### src/rtl/getsc_pkg.sv
// ----------------------------------------------------------------------------
// getsc_pkg
// Shared types and constants for the global EDF tick scheduler.
// ----------------------------------------------------------------------------
package getsc_pkg;

	localparam int NTASK = 16;
	localparam int IDXW  = 4;
	localparam int LENW  = 5;
	localparam int MPROC = 8;
	localparam int MW    = 4;
	localparam int TW    = 32;

	localparam logic OP_LOAD = 1'b0;
	localparam logic OP_TICK = 1'b1;

	typedef enum logic [2:0] {
		ST_IDLE,
		ST_MOD,
		ST_SEL,
		ST_REL,
		ST_INS,
		ST_RUN,
		ST_DONE
	} state_t;

	typedef struct packed {
		logic load;
		logic tick_start;
		logic mod_step;
		logic mod_skip;
		logic sel_step;
		logic release_job;
		logic ins_step;
		logic ins_do;
		logic run_step;
		logic finish;
		logic out_load;
	} cmd_t;

	typedef struct packed {
		logic elig;
		logic bit_zero;
		logic tk_last;
		logic best_valid;
		logic ins_more;
		logic run_more;
	} sts_t;

endpackage

### src/rtl/global_edf_tick_scheduler_core.sv
// ----------------------------------------------------------------------------
// global_edf_tick_scheduler_core
// Global preemptive EDF scheduler for periodic tasks, one result per item.
// ----------------------------------------------------------------------------
// A load item or a tick holds the input until it is through. A tick first checks every
// enabled task with a non-zero period that is not queued (a shared bit-serial
// remainder unit checks one time bit a cycle whether its period divides the time),
// then makes one pick pass over all entries and one ordered insertion for each job
// released, and ends with a run walk over the queued jobs. The result register lets
// the next item be taken while one waits.
module global_edf_tick_scheduler_core (
	input  logic        clk,
	input  logic        arst_n,
	input  logic        s_tvalid,
	output logic        s_tready,
	input  logic [39:0] s_tdata,  // task_index, task_period, task_exec_time, task_enable
	input  logic        s_tuser,  // operation
	output logic        m_tvalid,
	input  logic        m_tready,
	output logic [87:0] m_tdata,  // running_mask, finished_mask, missed_mask,
	                              // tick_preemptions, total_preemptions
	input  logic        cfg_valid,
	output logic        cfg_ready,
	input  logic [3:0]  cfg_data  // processor_count
);

	getsc_pkg::cmd_t cmd;
	getsc_pkg::sts_t sts;

	assign cfg_ready = 1'b1;

	getsc_ctrl u_ctrl (
		.clk      (clk),
		.arst_n   (arst_n),
		.s_tvalid (s_tvalid),
		.s_tready (s_tready),
		.op       (s_tuser),
		.m_tvalid (m_tvalid),
		.m_tready (m_tready),
		.sts      (sts),
		.cmd      (cmd)
	);

	getsc_dp u_dp (
		.clk       (clk),
		.arst_n    (arst_n),
		.cmd       (cmd),
		.sts       (sts),
		.cfg_we    (cfg_valid),
		.cfg_data  (cfg_data),
		.in_index  (s_tdata[3:0]),
		.in_period (s_tdata[19:4]),
		.in_exec   (s_tdata[35:20]),
		.in_enable (s_tdata[36]),
		.res       (m_tdata)
	);

endmodule

### src/rtl/getsc_ctrl.sv
// ----------------------------------------------------------------------------
// getsc_ctrl
// Sequencer: takes load items and walks the period check, pick, release, insertion and run phases of each tick.
// ----------------------------------------------------------------------------
module getsc_ctrl (
	input  logic             clk,
	input  logic             arst_n,
	input  logic             s_tvalid,
	output logic             s_tready,
	input  logic             op,
	output logic             m_tvalid,
	input  logic             m_tready,
	input  getsc_pkg::sts_t  sts,
	output getsc_pkg::cmd_t  cmd
);

	getsc_pkg::state_t state_q, state_nx;
	logic              mvalid_q;
	logic              acc;

	assign s_tready = (state_q == getsc_pkg::ST_IDLE);
	assign acc      = s_tvalid && s_tready;
	assign m_tvalid = mvalid_q;

	always_comb begin
		state_nx = state_q;
		unique case (state_q)
			getsc_pkg::ST_IDLE: begin
				if (acc)
					state_nx = (op == getsc_pkg::OP_TICK) ? getsc_pkg::ST_MOD
						: getsc_pkg::ST_DONE;
			end
			getsc_pkg::ST_MOD: begin
				if (sts.tk_last && (!sts.elig || sts.bit_zero))
					state_nx = getsc_pkg::ST_SEL;
			end
			getsc_pkg::ST_SEL: begin
				if (sts.tk_last)
					state_nx = getsc_pkg::ST_REL;
			end
			getsc_pkg::ST_REL: begin
				state_nx = sts.best_valid ? getsc_pkg::ST_INS : getsc_pkg::ST_RUN;
			end
			getsc_pkg::ST_INS: begin
				if (!sts.ins_more)
					state_nx = getsc_pkg::ST_SEL;
			end
			getsc_pkg::ST_RUN: begin
				if (!sts.run_more)
					state_nx = getsc_pkg::ST_DONE;
			end
			getsc_pkg::ST_DONE: begin
				if (!mvalid_q || m_tready)
					state_nx = getsc_pkg::ST_IDLE;
			end
			default: state_nx = getsc_pkg::ST_IDLE;
		endcase
	end

	always_comb begin
		cmd = '0;
		unique case (state_q)
			getsc_pkg::ST_IDLE: begin
				cmd.load       = acc && (op == getsc_pkg::OP_LOAD);
				cmd.tick_start = acc && (op == getsc_pkg::OP_TICK);
			end
			getsc_pkg::ST_MOD: begin
				cmd.mod_step = sts.elig;
				cmd.mod_skip = !sts.elig;
			end
			getsc_pkg::ST_SEL: cmd.sel_step = 1'b1;
			getsc_pkg::ST_REL: cmd.release_job = sts.best_valid;
			getsc_pkg::ST_INS: begin
				cmd.ins_step = sts.ins_more;
				cmd.ins_do   = !sts.ins_more;
			end
			getsc_pkg::ST_RUN: begin
				cmd.run_step = sts.run_more;
				cmd.finish   = !sts.run_more;
			end
			getsc_pkg::ST_DONE: cmd.out_load = !mvalid_q || m_tready;
			default: cmd = '0;
		endcase
	end

	always_ff @(posedge clk or negedge arst_n) begin
		if (!arst_n) begin
			state_q  <= getsc_pkg::ST_IDLE;
			mvalid_q <= 1'b0;
		end else begin
			state_q <= state_nx;
			if (cmd.out_load)
				mvalid_q <= 1'b1;
			else if (m_tready)
				mvalid_q <= 1'b0;
		end
	end

endmodule

### src/rtl/getsc_dp.sv
// ----------------------------------------------------------------------------
// getsc_dp
// Task tables, ready queue, serial period check and result register.
// ----------------------------------------------------------------------------
module getsc_dp (
	input  logic                          clk,
	input  logic                          arst_n,
	input  getsc_pkg::cmd_t               cmd,
	output getsc_pkg::sts_t               sts,
	input  logic                          cfg_we,
	input  logic [getsc_pkg::MW-1:0]      cfg_data,
	input  logic [getsc_pkg::IDXW-1:0]    in_index,
	input  logic [15:0]                   in_period,
	input  logic [15:0]                   in_exec,
	input  logic                          in_enable,
	output logic [87:0]                   res
);

	logic [15:0]                 period_q [getsc_pkg::NTASK];
	logic [15:0]                 exec_q   [getsc_pkg::NTASK];
	logic [15:0]                 rem_q    [getsc_pkg::NTASK];
	logic [getsc_pkg::TW-1:0]    dl_q     [getsc_pkg::NTASK];
	logic [getsc_pkg::IDXW-1:0]  ord_q    [getsc_pkg::NTASK];
	logic [getsc_pkg::NTASK-1:0] en_q, ex_q, qmask_q, cand_q;
	logic [getsc_pkg::LENW-1:0]  len_q, pos_q, p_q, w_q;
	logic [getsc_pkg::TW-1:0]    time_q, tot_q, dlk_q;
	logic [getsc_pkg::MW-1:0]    mcfg_q;
	logic [getsc_pkg::IDXW-1:0]  tk_q, best_q;
	logic                        bestv_q;
	logic [4:0]                  bit_q;
	logic [15:0]                 mrem_q;
	logic [getsc_pkg::NTASK-1:0] run_q, fin_q, miss_q;
	logic [4:0]                  pre_q;

	logic [getsc_pkg::MW-1:0]    m_eff;
	logic [16:0]                 sh;
	logic [15:0]                 mnext;
	logic [getsc_pkg::LENW-1:0]  cnt;
	logic [getsc_pkg::IDXW-1:0]  ord_p, ord_pos;
	logic [15:0]                 nrem;
	logic [getsc_pkg::TW:0]      tsum;

	always_comb begin
		if (mcfg_q == '0)
			m_eff = getsc_pkg::MW'(1);
		else if (mcfg_q > getsc_pkg::MW'(getsc_pkg::MPROC))
			m_eff = getsc_pkg::MW'(getsc_pkg::MPROC);
		else
			m_eff = mcfg_q;
	end

	// one restoring step of time mod period
	assign sh    = {mrem_q, time_q[bit_q]};
	assign mnext = (sh >= {1'b0, period_q[tk_q]}) ? 16'(sh - {1'b0, period_q[tk_q]})
		: sh[15:0];

	always_comb begin
		cnt = '0;
		for (int i = 0; i < getsc_pkg::NTASK; i++)
			cnt = cnt + getsc_pkg::LENW'(ex_q[i] & qmask_q[i]);
	end

	assign ord_p   = ord_q[p_q[getsc_pkg::IDXW-1:0]];
	assign ord_pos = ord_q[pos_q[getsc_pkg::IDXW-1:0]];
	assign nrem    = rem_q[ord_p] - 16'd1;
	assign tsum    = {1'b0, tot_q} + (getsc_pkg::TW+1)'(pre_q);

	assign sts.elig       = en_q[tk_q] && (period_q[tk_q] != '0) && !qmask_q[tk_q];
	assign sts.bit_zero   = (bit_q == '0);
	assign sts.tk_last    = (tk_q == getsc_pkg::IDXW'(getsc_pkg::NTASK - 1));
	assign sts.best_valid = bestv_q;
	assign sts.ins_more   = (pos_q < len_q) && (dl_q[ord_pos] <= dlk_q);
	assign sts.run_more   = (p_q < len_q);

	always_ff @(posedge clk or negedge arst_n) begin
		if (!arst_n) begin
			mcfg_q  <= getsc_pkg::MW'(1);
			en_q    <= '0;
			ex_q    <= '0;
			qmask_q <= '0;
			cand_q  <= '0;
			len_q   <= '0;
			time_q  <= '0;
			tot_q   <= '0;
			bestv_q <= 1'b0;
			tk_q    <= '0;
			bit_q   <= '1;
			mrem_q  <= '0;
			pos_q   <= '0;
			p_q     <= '0;
			w_q     <= '0;
			pre_q   <= '0;
			run_q   <= '0;
			fin_q   <= '0;
			miss_q  <= '0;
			for (int i = 0; i < getsc_pkg::NTASK; i++) begin
				rem_q[i] <= '0;
				dl_q[i]  <= '0;
			end
		end else begin
			if (cfg_we)
				mcfg_q <= cfg_data;
			if (cmd.load) begin
				period_q[in_index] <= in_period;
				exec_q[in_index]   <= in_exec;
				en_q[in_index]     <= in_enable;
				run_q  <= '0;
				fin_q  <= '0;
				miss_q <= '0;
				pre_q  <= '0;
			end
			if (cmd.tick_start) begin
				cand_q  <= '0;
				tk_q    <= '0;
				bit_q   <= '1;
				mrem_q  <= '0;
				bestv_q <= 1'b0;
				run_q   <= '0;
				fin_q   <= '0;
				miss_q  <= '0;
				pre_q   <= '0;
			end
			if (cmd.mod_skip)
				tk_q <= tk_q + 1'b1;
			if (cmd.mod_step) begin
				if (bit_q == '0) begin
					cand_q[tk_q] <= (mnext == '0);
					tk_q   <= tk_q + 1'b1;
					bit_q  <= '1;
					mrem_q <= '0;
				end else begin
					bit_q  <= bit_q - 1'b1;
					mrem_q <= mnext;
				end
			end
			// ties keep the lower index
			if (cmd.sel_step) begin
				if (cand_q[tk_q] && (!bestv_q || period_q[tk_q] < period_q[best_q])) begin
					best_q  <= tk_q;
					bestv_q <= 1'b1;
				end
				tk_q <= tk_q + 1'b1;
			end
			if (cmd.release_job) begin
				rem_q[best_q]  <= exec_q[best_q];
				dl_q[best_q]   <= time_q + getsc_pkg::TW'(period_q[best_q]);
				dlk_q          <= time_q + getsc_pkg::TW'(period_q[best_q]);
				ex_q[best_q]   <= 1'b0;
				cand_q[best_q] <= 1'b0;
				bestv_q        <= 1'b0;
				pos_q          <= '0;
			end
			if (cmd.ins_step)
				pos_q <= pos_q + 1'b1;
			if (cmd.ins_do) begin
				qmask_q[best_q] <= 1'b1;
				len_q           <= len_q + 1'b1;
				if (len_q == '0) begin
					ord_q[0] <= best_q;
				end else begin
					for (int i = 1; i < getsc_pkg::NTASK; i++)
						if (getsc_pkg::LENW'(i) > pos_q)
							ord_q[i] <= ord_q[i-1];
					ord_q[pos_q[getsc_pkg::IDXW-1:0]] <= best_q;
					if (pos_q < getsc_pkg::LENW'(m_eff)) begin
						ex_q[best_q] <= 1'b1;
						if (cnt >= getsc_pkg::LENW'(m_eff))
							pre_q <= (pre_q == '1) ? pre_q : pre_q + 1'b1;
					end
				end
				p_q <= '0;
				w_q <= '0;
			end
			if (cmd.release_job == 1'b0 && cmd.sel_step == 1'b0 && cmd.ins_do == 1'b0
				&& cmd.ins_step == 1'b0 && cmd.run_step == 1'b0 && cmd.finish == 1'b0
				&& bestv_q == 1'b0 && tk_q == '0 && cmd.mod_step == 1'b0
				&& cmd.mod_skip == 1'b0 && cmd.tick_start == 1'b0) begin
				p_q <= '0;
				w_q <= '0;
			end
			// run walk with in-place compaction of the queue
			if (cmd.run_step) begin
				p_q <= p_q + 1'b1;
				if (p_q < getsc_pkg::LENW'(m_eff)) begin
					rem_q[ord_p] <= nrem;
					ex_q[ord_p]  <= 1'b1;
					run_q[ord_p] <= 1'b1;
					if (nrem == '0) begin
						fin_q[ord_p]   <= 1'b1;
						miss_q[ord_p]  <= (dl_q[ord_p] <= time_q);
						qmask_q[ord_p] <= 1'b0;
					end else begin
						ord_q[w_q[getsc_pkg::IDXW-1:0]] <= ord_p;
						w_q <= w_q + 1'b1;
					end
				end else begin
					ex_q[ord_p] <= 1'b0;
					ord_q[w_q[getsc_pkg::IDXW-1:0]] <= ord_p;
					w_q <= w_q + 1'b1;
				end
			end
			if (cmd.finish) begin
				len_q  <= w_q;
				time_q <= time_q + 1'b1;
				tot_q  <= tsum[getsc_pkg::TW] ? '1 : tsum[getsc_pkg::TW-1:0];
			end
			if (cmd.out_load)
				res <= {3'b000, tot_q, pre_q, miss_q, fin_q, run_q};
		end
	end

endmodule

### config.mk
export PLATFORM = sky130hd
export DESIGN_NAME = global_edf_tick_scheduler_core
export DESIGN_NICKNAME = d
export VERILOG_FILES = /design/src/rtl/getsc_pkg.sv /design/src/rtl/global_edf_tick_scheduler_core.sv /design/src/rtl/getsc_ctrl.sv /design/src/rtl/getsc_dp.sv
export SDC_FILE = /design/constraint.sdc
export NUM_CORES = 2
export LEC_CHECK = 0
export BUFFER_PORTS_ARGS = -buffer_cell sky130_fd_sc_hd__buf_2
export CAP_MARGIN = 20
export CELL_PAD_IN_SITES_DETAIL_PLACEMENT = 1
export CELL_PAD_IN_SITES_GLOBAL_PLACEMENT = 2
export CORE_ASPECT_RATIO = 1.75
export CORE_MARGIN = 5
export CORE_UTILIZATION = 30
export DETAILED_ROUTE_END_ITERATION = 8
export GPL_TIMING_DRIVEN = 0
export PLACE_DENSITY = 0.58
export SETUP_SLACK_MARGIN = 0.3
export SLEW_MARGIN = 25
export SYNTH_ARGS = -nofsm -noshare
export SYNTH_HDL_FRONTEND = slang
export SYNTH_SLANG_ARGS = --single-unit
### constraint.sdc
create_clock -name clk -period 19.25 [get_ports clk]
set_clock_uncertainty 0.1 [all_clocks]
set_input_delay 1.925 -clock clk [delete_from_list [all_inputs] [get_ports clk]]
set_output_delay 1.925 -clock clk [all_outputs]
set_load 0.01 [all_outputs]
# Yosys cells after proc, flatten, opt, wreduce, memory -nomap -nowiden
# Memory sizes are Yosys's and may differ from the RTL's. A register that Yosys moved wholly into a read port is not among the register bits.
# Cells that the tools add are included.
# word_totals
regBits	1124
wordCells	462
memories	3
ram_bits	576
out_inout_bits	91
in_bits	50
# classes
n_reduce_logical	72
n_eq_ne	15
n_mux	208
order_cmp	39
addsub	27
bitwise_logic	42
# mem_list
name	depth	word_bits	read_ports	rd_clocked_by_memory_dff	wr	line_no	text
u_dp.exec_q	16	16	1	1	1	getsc_dp.sv:20	logic [15:0] exec_q [getsc_pkg::NTASK];
u_dp.period_q	16	16	2	1	1	getsc_dp.sv:19	logic [15:0] period_q [getsc_pkg::NTASK];
u_dp.ord_q	16	4	17	0	16	getsc_dp.sv:23	logic [getsc_pkg::IDXW-1:0] ord_q [getsc_pkg::NTASK];
# ops
op	count
$mux W256	3
$mux W16	36
$bwmux W256	2
$bwmux W512	1
$bmux W32 S4	2
$mux W32	6
$demux W16 S4	2
$demux W32 S4	1
$mux W5	22
$mux W1	95
$or A16 B16 Y16	5
$add A5 B5 Y5	15
$and A16 B16 Y16	4
$bmux W16 S4	1
$le A32 B32 Y1	2
$mux W4	14
$bwmux W16	3
$logic_and A1 B1 Y1	44
$gt A4 B5 Y1 const A	8
$add A32 B5 Y33	1
$add A32 B1 Y32 const B	1
$add A32 B16 Y32	1
$logic_not A16 Y1	2
$not A16 Y16	2
other kinds (49)	130

# Logic depth before layout (Yosys ltp)
# An unclocked memory read counts as a cell.
# depth
ltp_word	23
ltp_mapped	34
mapped_depth_nobuf	24

# By module
# From an unflattened synthesis, not the netlist that was laid out.
# unflattened
hier_cells	7758
area_unflattened_um2	88134.5
# by_module_without_submodules
module	cells_each	area_each_um2	n_inst
getsc_dp	7703	87686.6	1
getsc_ctrl	53	436.7	1
global_edf_tick_scheduler_core	2	11.3	1

# Least setup slack after synthesis
# Ideal clock, no wire load.
# synth_timing
kind	flip-flop to flip-flop
start	reg with a tool-made name
end	reg u_dp.dlk_q[30] (netlist name) (data pin)
path_slack_ps	12250
setup_ps	261
required_ps	18889
path_stages_with_launch	24
t_arrival_ps	6639
path_cell_list	dfxtp_1 -> buf_1 -> clkbuf_1 -> clkbuf_1 -> buf_1 -> mux4_2 -> mux4_2 -> ha_1 -> nor2b_1 -> o21ai_0 -> a21oi_1 -> o21ai_0 -> a21oi_1 -> o21ai_0 -> a21oi_1 -> o21ai_0 -> a21oi_1 -> o21ai_0 -> a21oi_1 -> o31ai_1 -> a2111oi_0 -> xnor2_1 -> clkbuf_1 -> inv_1
# synth_lines
item	line_no	text
end signal: assignment	getsc_dp.sv:147	dlk_q <= time_q + getsc_pkg::TW'(period_q[best_q]);
end: declaration	getsc_dp.sv:26	logic [getsc_pkg::TW-1:0] time_q, tot_q, dlk_q;

# Final worst setup path
# layout_timing
start	reg u_dp.p_q[0] (netlist name)
end	reg u_dp.miss_q[4] (netlist name)
# layout_between
elab_chain_len	10
elab_cells_between_ends	23
# layout_lines
item	line_no	text
start: declaration	getsc_dp.sv:25	logic [getsc_pkg::LENW-1:0] len_q, pos_q, p_q, w_q;
start signal: assignment	getsc_dp.sv:183	p_q <= p_q + 1'b1;
$mem_v2 Z16 W4	--	
$not A4 Y5 (not written as such)	getsc_dp.sv:65, getsc_dp.sv:190	
$bmux W16 S4 / $bmux W32 S4 (equally long branches)	getsc_dp.sv:65, getsc_dp.sv:190	
$mux W16 (not written as such) / $mux W32 (equally long branches) (2 in series)	getsc_dp.sv:65, getsc_dp.sv:190	
$sub A16 B1 Y16 / $le A32 B32 Y1 (equally long branches)	getsc_dp.sv:65, getsc_dp.sv:190	
$logic_not A16 Y1 / $bwmux W16 (equally long branches)	getsc_dp.sv:188, getsc_dp.sv:190	
$mux W16	getsc_dp.sv:188	if (nrem == '0) begin
$mux W16	getsc_dp.sv:184	if (p_q < getsc_pkg::LENW'(m_eff)) begin
$mux W16 *	getsc_dp.sv:182	if (cmd.run_step) begin
end signal: indexed assignment	getsc_dp.sv:190	miss_q[ord_p] <= (dl_q[ord_p] <= time_q);
end: declaration	getsc_dp.sv:32	logic [getsc_pkg::NTASK-1:0] run_q, fin_q, miss_q;
# Every way passes the cells marked *; elsewhere a longest branch is shown, timed or not. The select of a mux whose other input is x is not followed.
# A chain may end at the register's enable or synchronous reset.

==> flow_summary.yaml <==
run_status:
  status: "finished, final reports clean"
worst_setup_path:
  r2r-start: "u_dp.p_q[0]"
  cp-endpoint: "u_dp.miss_q[4]"
  crit_fanout: 10
  r2r_cells: 31
  crit_start: "u_dp.p_q[0]"
  required_ns: 19.97
  worstSetupEndpointType: "flip-flop"
  crit_type: "reg2reg"
  crit_slowest_cell: "a311oi_1"
  cpMostUsedCell: "a21oi_1"
  arrival_ns: 12.75
  crit_path_max_incr_delay_ns: 0.92
  start_kind: "flip-flop"
  rrSetupSlack_ns: 7.22
  r2r_end: "u_dp.miss_q[4]"
timing:
  hold_violations: 0
  finalSetupViolCount: 0
  period_minus_slack_ns: 12.03
  drv_slew: 0
  worst_pin_slew_ns: 1.252
  setup_ws_ns: 7.220
  slew_headroom_pct: 16.51
  setup_tns_ns: 0
  period_share_pct: 62.49
  rsz0062_at_grt: "false"
  fmax_ghz: 0.08313
clocking:
  cts_tree: "done"
  cts.sinks: 1704
  htree_levels: 4
  clockBufferDepth: 4
  root_buffer: "clkbuf_16"
  numCtsBuffers: 189
  cts_setup_buffers: 0
  cts-hold-fix-buffers: 0
  cts-resized-gates: 0
  clock_latency_ns: 0.93
  clk_pin_slew_ns: 0.07
power_and_ir_drop:
  combPwrFrac_pct: 53.1
  p_int_mw: 9.254
  p_switching_mw: 9.621
  pwr-share-clk_pct: 20.6
  netSwitchingFraction_pct: 50.97
  pwr-share-seq_pct: 26.3
  power.leakage_nw: 40.95
  ir_drop_uv: 119.7
  cellPowerDensity_nw_per_um2: 182.3
yosys:
  synth_edf_count: 697
  yosys_warnings: 0
  synth_area_sq_um: 88730
  ys_ff_latch: 1704
  synth_top_flop_cell: "dfrtp_1"
  ys_seq_area_share_pct: 51.98
  netlist_top_cells_area: "dfrtp_1 28%, edfxtp_1 24%, mux4_2 11%"
  yosysUniqueCellTypes: 101
  synth.avg_cell_area_sq_um: 11.16
  synth_top_area_cell: "dfrtp_1"
  synth_cells: 7948
  async_reset_ff_share_pct: 58.86
  netlist.area_leader.share_pct: 28.12
drt:
  wirelength_microns: 491900
  drc_errors: 0
  drt_iter0_drc: 5930
  firstDrtPassIters: 5
  wl_per_cell_microns: 39.64
  post_drt_via_cell_ratio: 5.852
  ant_nets: 0
  vias: 72630
layout:
  post-route-util_pct: 35.10
  fin_nets: 8600
  n_fill_cell: 32089
  final_cell_area_sq_um: 103500
  areaGrowthSynthToFinish_pct: 16.70
  seq_area_sq_um: 46120
  drive_gt1_share_pct: 17.32
  multi_input_area_sq_um: 39880
placed_design:
  post_dp_cell_area_sq_um: 97130
  post-place-ws_ns: 7.334
  dp_hpwl_microns: 376200
  portBuffers: 132
  routabilityCongestion: 1.012
die:
  row_count: 264
  die_area_sq_um: 307200
  die_w_microns: 421.1
  core_area_sq_um: 295000
  start_util_pct: 30.08
  io_pins: 141
  dieHeight_microns: 729.4
run:
  maxCapViolCount: 0
grt:
  grtUsageTotal_pct: 31.27
  first_global_vias: 77736
  grt_max_degree: 106
  grt_first_pass_wirelength_microns: 665900
  overflow: 0
  antenna_found_initial: 44
min_path:
  whs_path_depth: 0
  min_path_type: "reg2reg"
cell usage after synthesis (8+ instances only):
| master | n |
|---|---|
| nand2_1 | 1455 |
| dfrtp_1 | 997 |
| edfxtp_1 | 697 |
| o21ai_0 | 690 |
| clkbuf_1 | 562 |
| mux4_2 | 418 |
| a21oi_1 | 388 |
| and3_1 | 300 |
| a211oi_1 | 226 |
| nand3_1 | 222 |
| mux2i_1 | 205 |
| inv_1 | 188 |
| ha_1 | 156 |
| mux2_2 | 148 |
| nor2_1 | 140 |
| a311oi_1 | 134 |
| nand2b_1 | 121 |
| xnor2_1 | 77 |
| nand4_1 | 67 |
| buf_1 | 60 |
| a21o_1 | 56 |
| nor4_1 | 52 |
| nor3_1 | 48 |
| a31oi_1 | 46 |
| and4_1 | 37 |
| nor2b_1 | 37 |
| buf_2 | 34 |
| and2_1 | 32 |
| xor2_1 | 28 |
| a22oi_1 | 20 |
| o32ai_1 | 20 |
| o211ai_1 | 19 |
| nor3b_1 | 17 |
| o21a_1 | 15 |
| o31ai_1 | 14 |
| fa_1 | 13 |
| and3b_1 | 12 |
| mux2_1 | 12 |
| o22ai_1 | 12 |
| or3_1 | 11 |
| buf_6 | 10 |
| o21bai_1 | 10 |
| or2_2 | 10 |
| buf_4 | 8 |
stage by stage:
stage / std cells / power, mW / hold WS, ns
floorplan: 7950 / 9.712 / 0.3248
global placement: 11939 / 14.43 / 0.3331
detailed placement: 12046 / 14.79 / 0.3342
CTS: 12386 / 18.71 / 0.3485
global route: 12388 / 19.39 / 0.3481
finish: 12411 / 18.87 / 0.3549
per-layer routing:
metal / wire [microns] / global-route usage, % / share of wire (%)
met1: 163300 / 30.94 / 33
met2: 254600 / 56.99 / 52
met3: 23480 / 5.344 / 4.8
met4: 50380 / 26.06 / 10
met5: 143 / 0 / 0.029
cells by family after synthesis:
family | after synthesis | synth area share, %
AOI/OAI and AO/OA | 1716 | 11.85
xor gates and xnor gates | 107 | 1.073
adders and majority gates | 169 | 2.493
buffers and inverters | 867 | 3.865
DFF | 1704 | 51.98
muxes | 785 | 15.00
other | 2 | 0.008464
and+or+nand+nor | 2598 | 13.74
state kept, by name (all words and copies together), names as in the netlist, 5 cells and up, named ones only:
signal         cells
u_dp.p_q           5
u_dp.miss_q       16
u_dp.exec_q      256
u_dp.period_q    256
u_dp.res          85
u_dp.run_q        16
u_dp.pos_q         5
u_dp.ord_q        64
u_dp.bit_q         5
u_dp.rem_q       256
u_dp.qmask_q      16
u_dp.dl_q        512
u_dp.dlk_q        32
u_dp.mrem_q       16
u_dp.pre_q         5
u_dp.fin_q        16
u_dp.w_q           5
u_dp.ex_q         16
u_dp.cand_q       16
u_dp.tot_q        32
u_dp.en_q         16
u_dp.len_q         5
u_dp.time_q       32
worst min path at each step:
stage | start | end
after CTS | u_dp.run_q[10] | u_dp.res[10]
final | u_dp.run_q[10] | u_dp.res[10]
after global placement | u_dp.fin_q[1] | u_dp.res[17]
after detailed placement | u_dp.run_q[0] | u_dp.res[0]
after floorplan | u_dp.fin_q[2] | u_dp.res[18]
after global routing | u_dp.run_q[10] | u_dp.res[10]
power groups by stage:
stage / clock network, mW / logic, mW / registers, mW
after floorplan: 0 / 4.98 / 4.73
after global placement: 0 / 9.44 / 5.00
after detailed placement: 0 / 9.78 / 5.00
after CTS: 3.96 / 9.81 / 4.94
after global routing: 4.08 / 10.3 / 5.00
final: 3.89 / 10.0 / 4.96
worst max-delay path, delay by kind of cell, from the launching register on:
| kind | cells | cell delay (ns) |
|---|---|---|
| and+or+nand+nor | 9 | 1.43 |
| buffers and inverters | 9 | 5.13 |
| adders and majority gates | 1 | 0.31 |
| AOI/OAI and AO/OA | 11 | 4.20 |
| muxes | 1 | 0.26 |
| DFF | 1 | 0.39 |
cells in the final DEF (no fill, tap or decap), drive strengths merged, types with 27 or more instances in the layout:
master,n
buf,353
mux4,418
nor4,57
nand4,67
a311oi,134
and2,34
and4,37
nand2,1457
a21o,56
mux2,161
ha,156
o21ai,694
nor2b,38
nor3,50
nand2b,121
inv,195
xor2,29
clkbuf,818
nand3,223
edfxtp,697
dfrtp,997
a211oi,227
xnor2,78
clkinv,49
a22oi,27
a21oi,390
and3,300
mux2i,206
nor2,142
a31oi,46
final cells by class:
| type | instances | area share [%] |
|---|---|---|
| antenna | 24 | 0.05800 |
| buffer | 676 | 2.816 |
| clock buffer | 255 | 5.101 |
| clock inverter | 85 | 0.9861 |
| inverter | 191 | 0.6924 |
| multi-input combinational | 5379 | 38.52 |
| sequential | 1704 | 44.54 |
| tap | 3857 | 4.661 |
| timing repair buffer | 240 | 2.626 |
(Power assumes the default switching activity.)
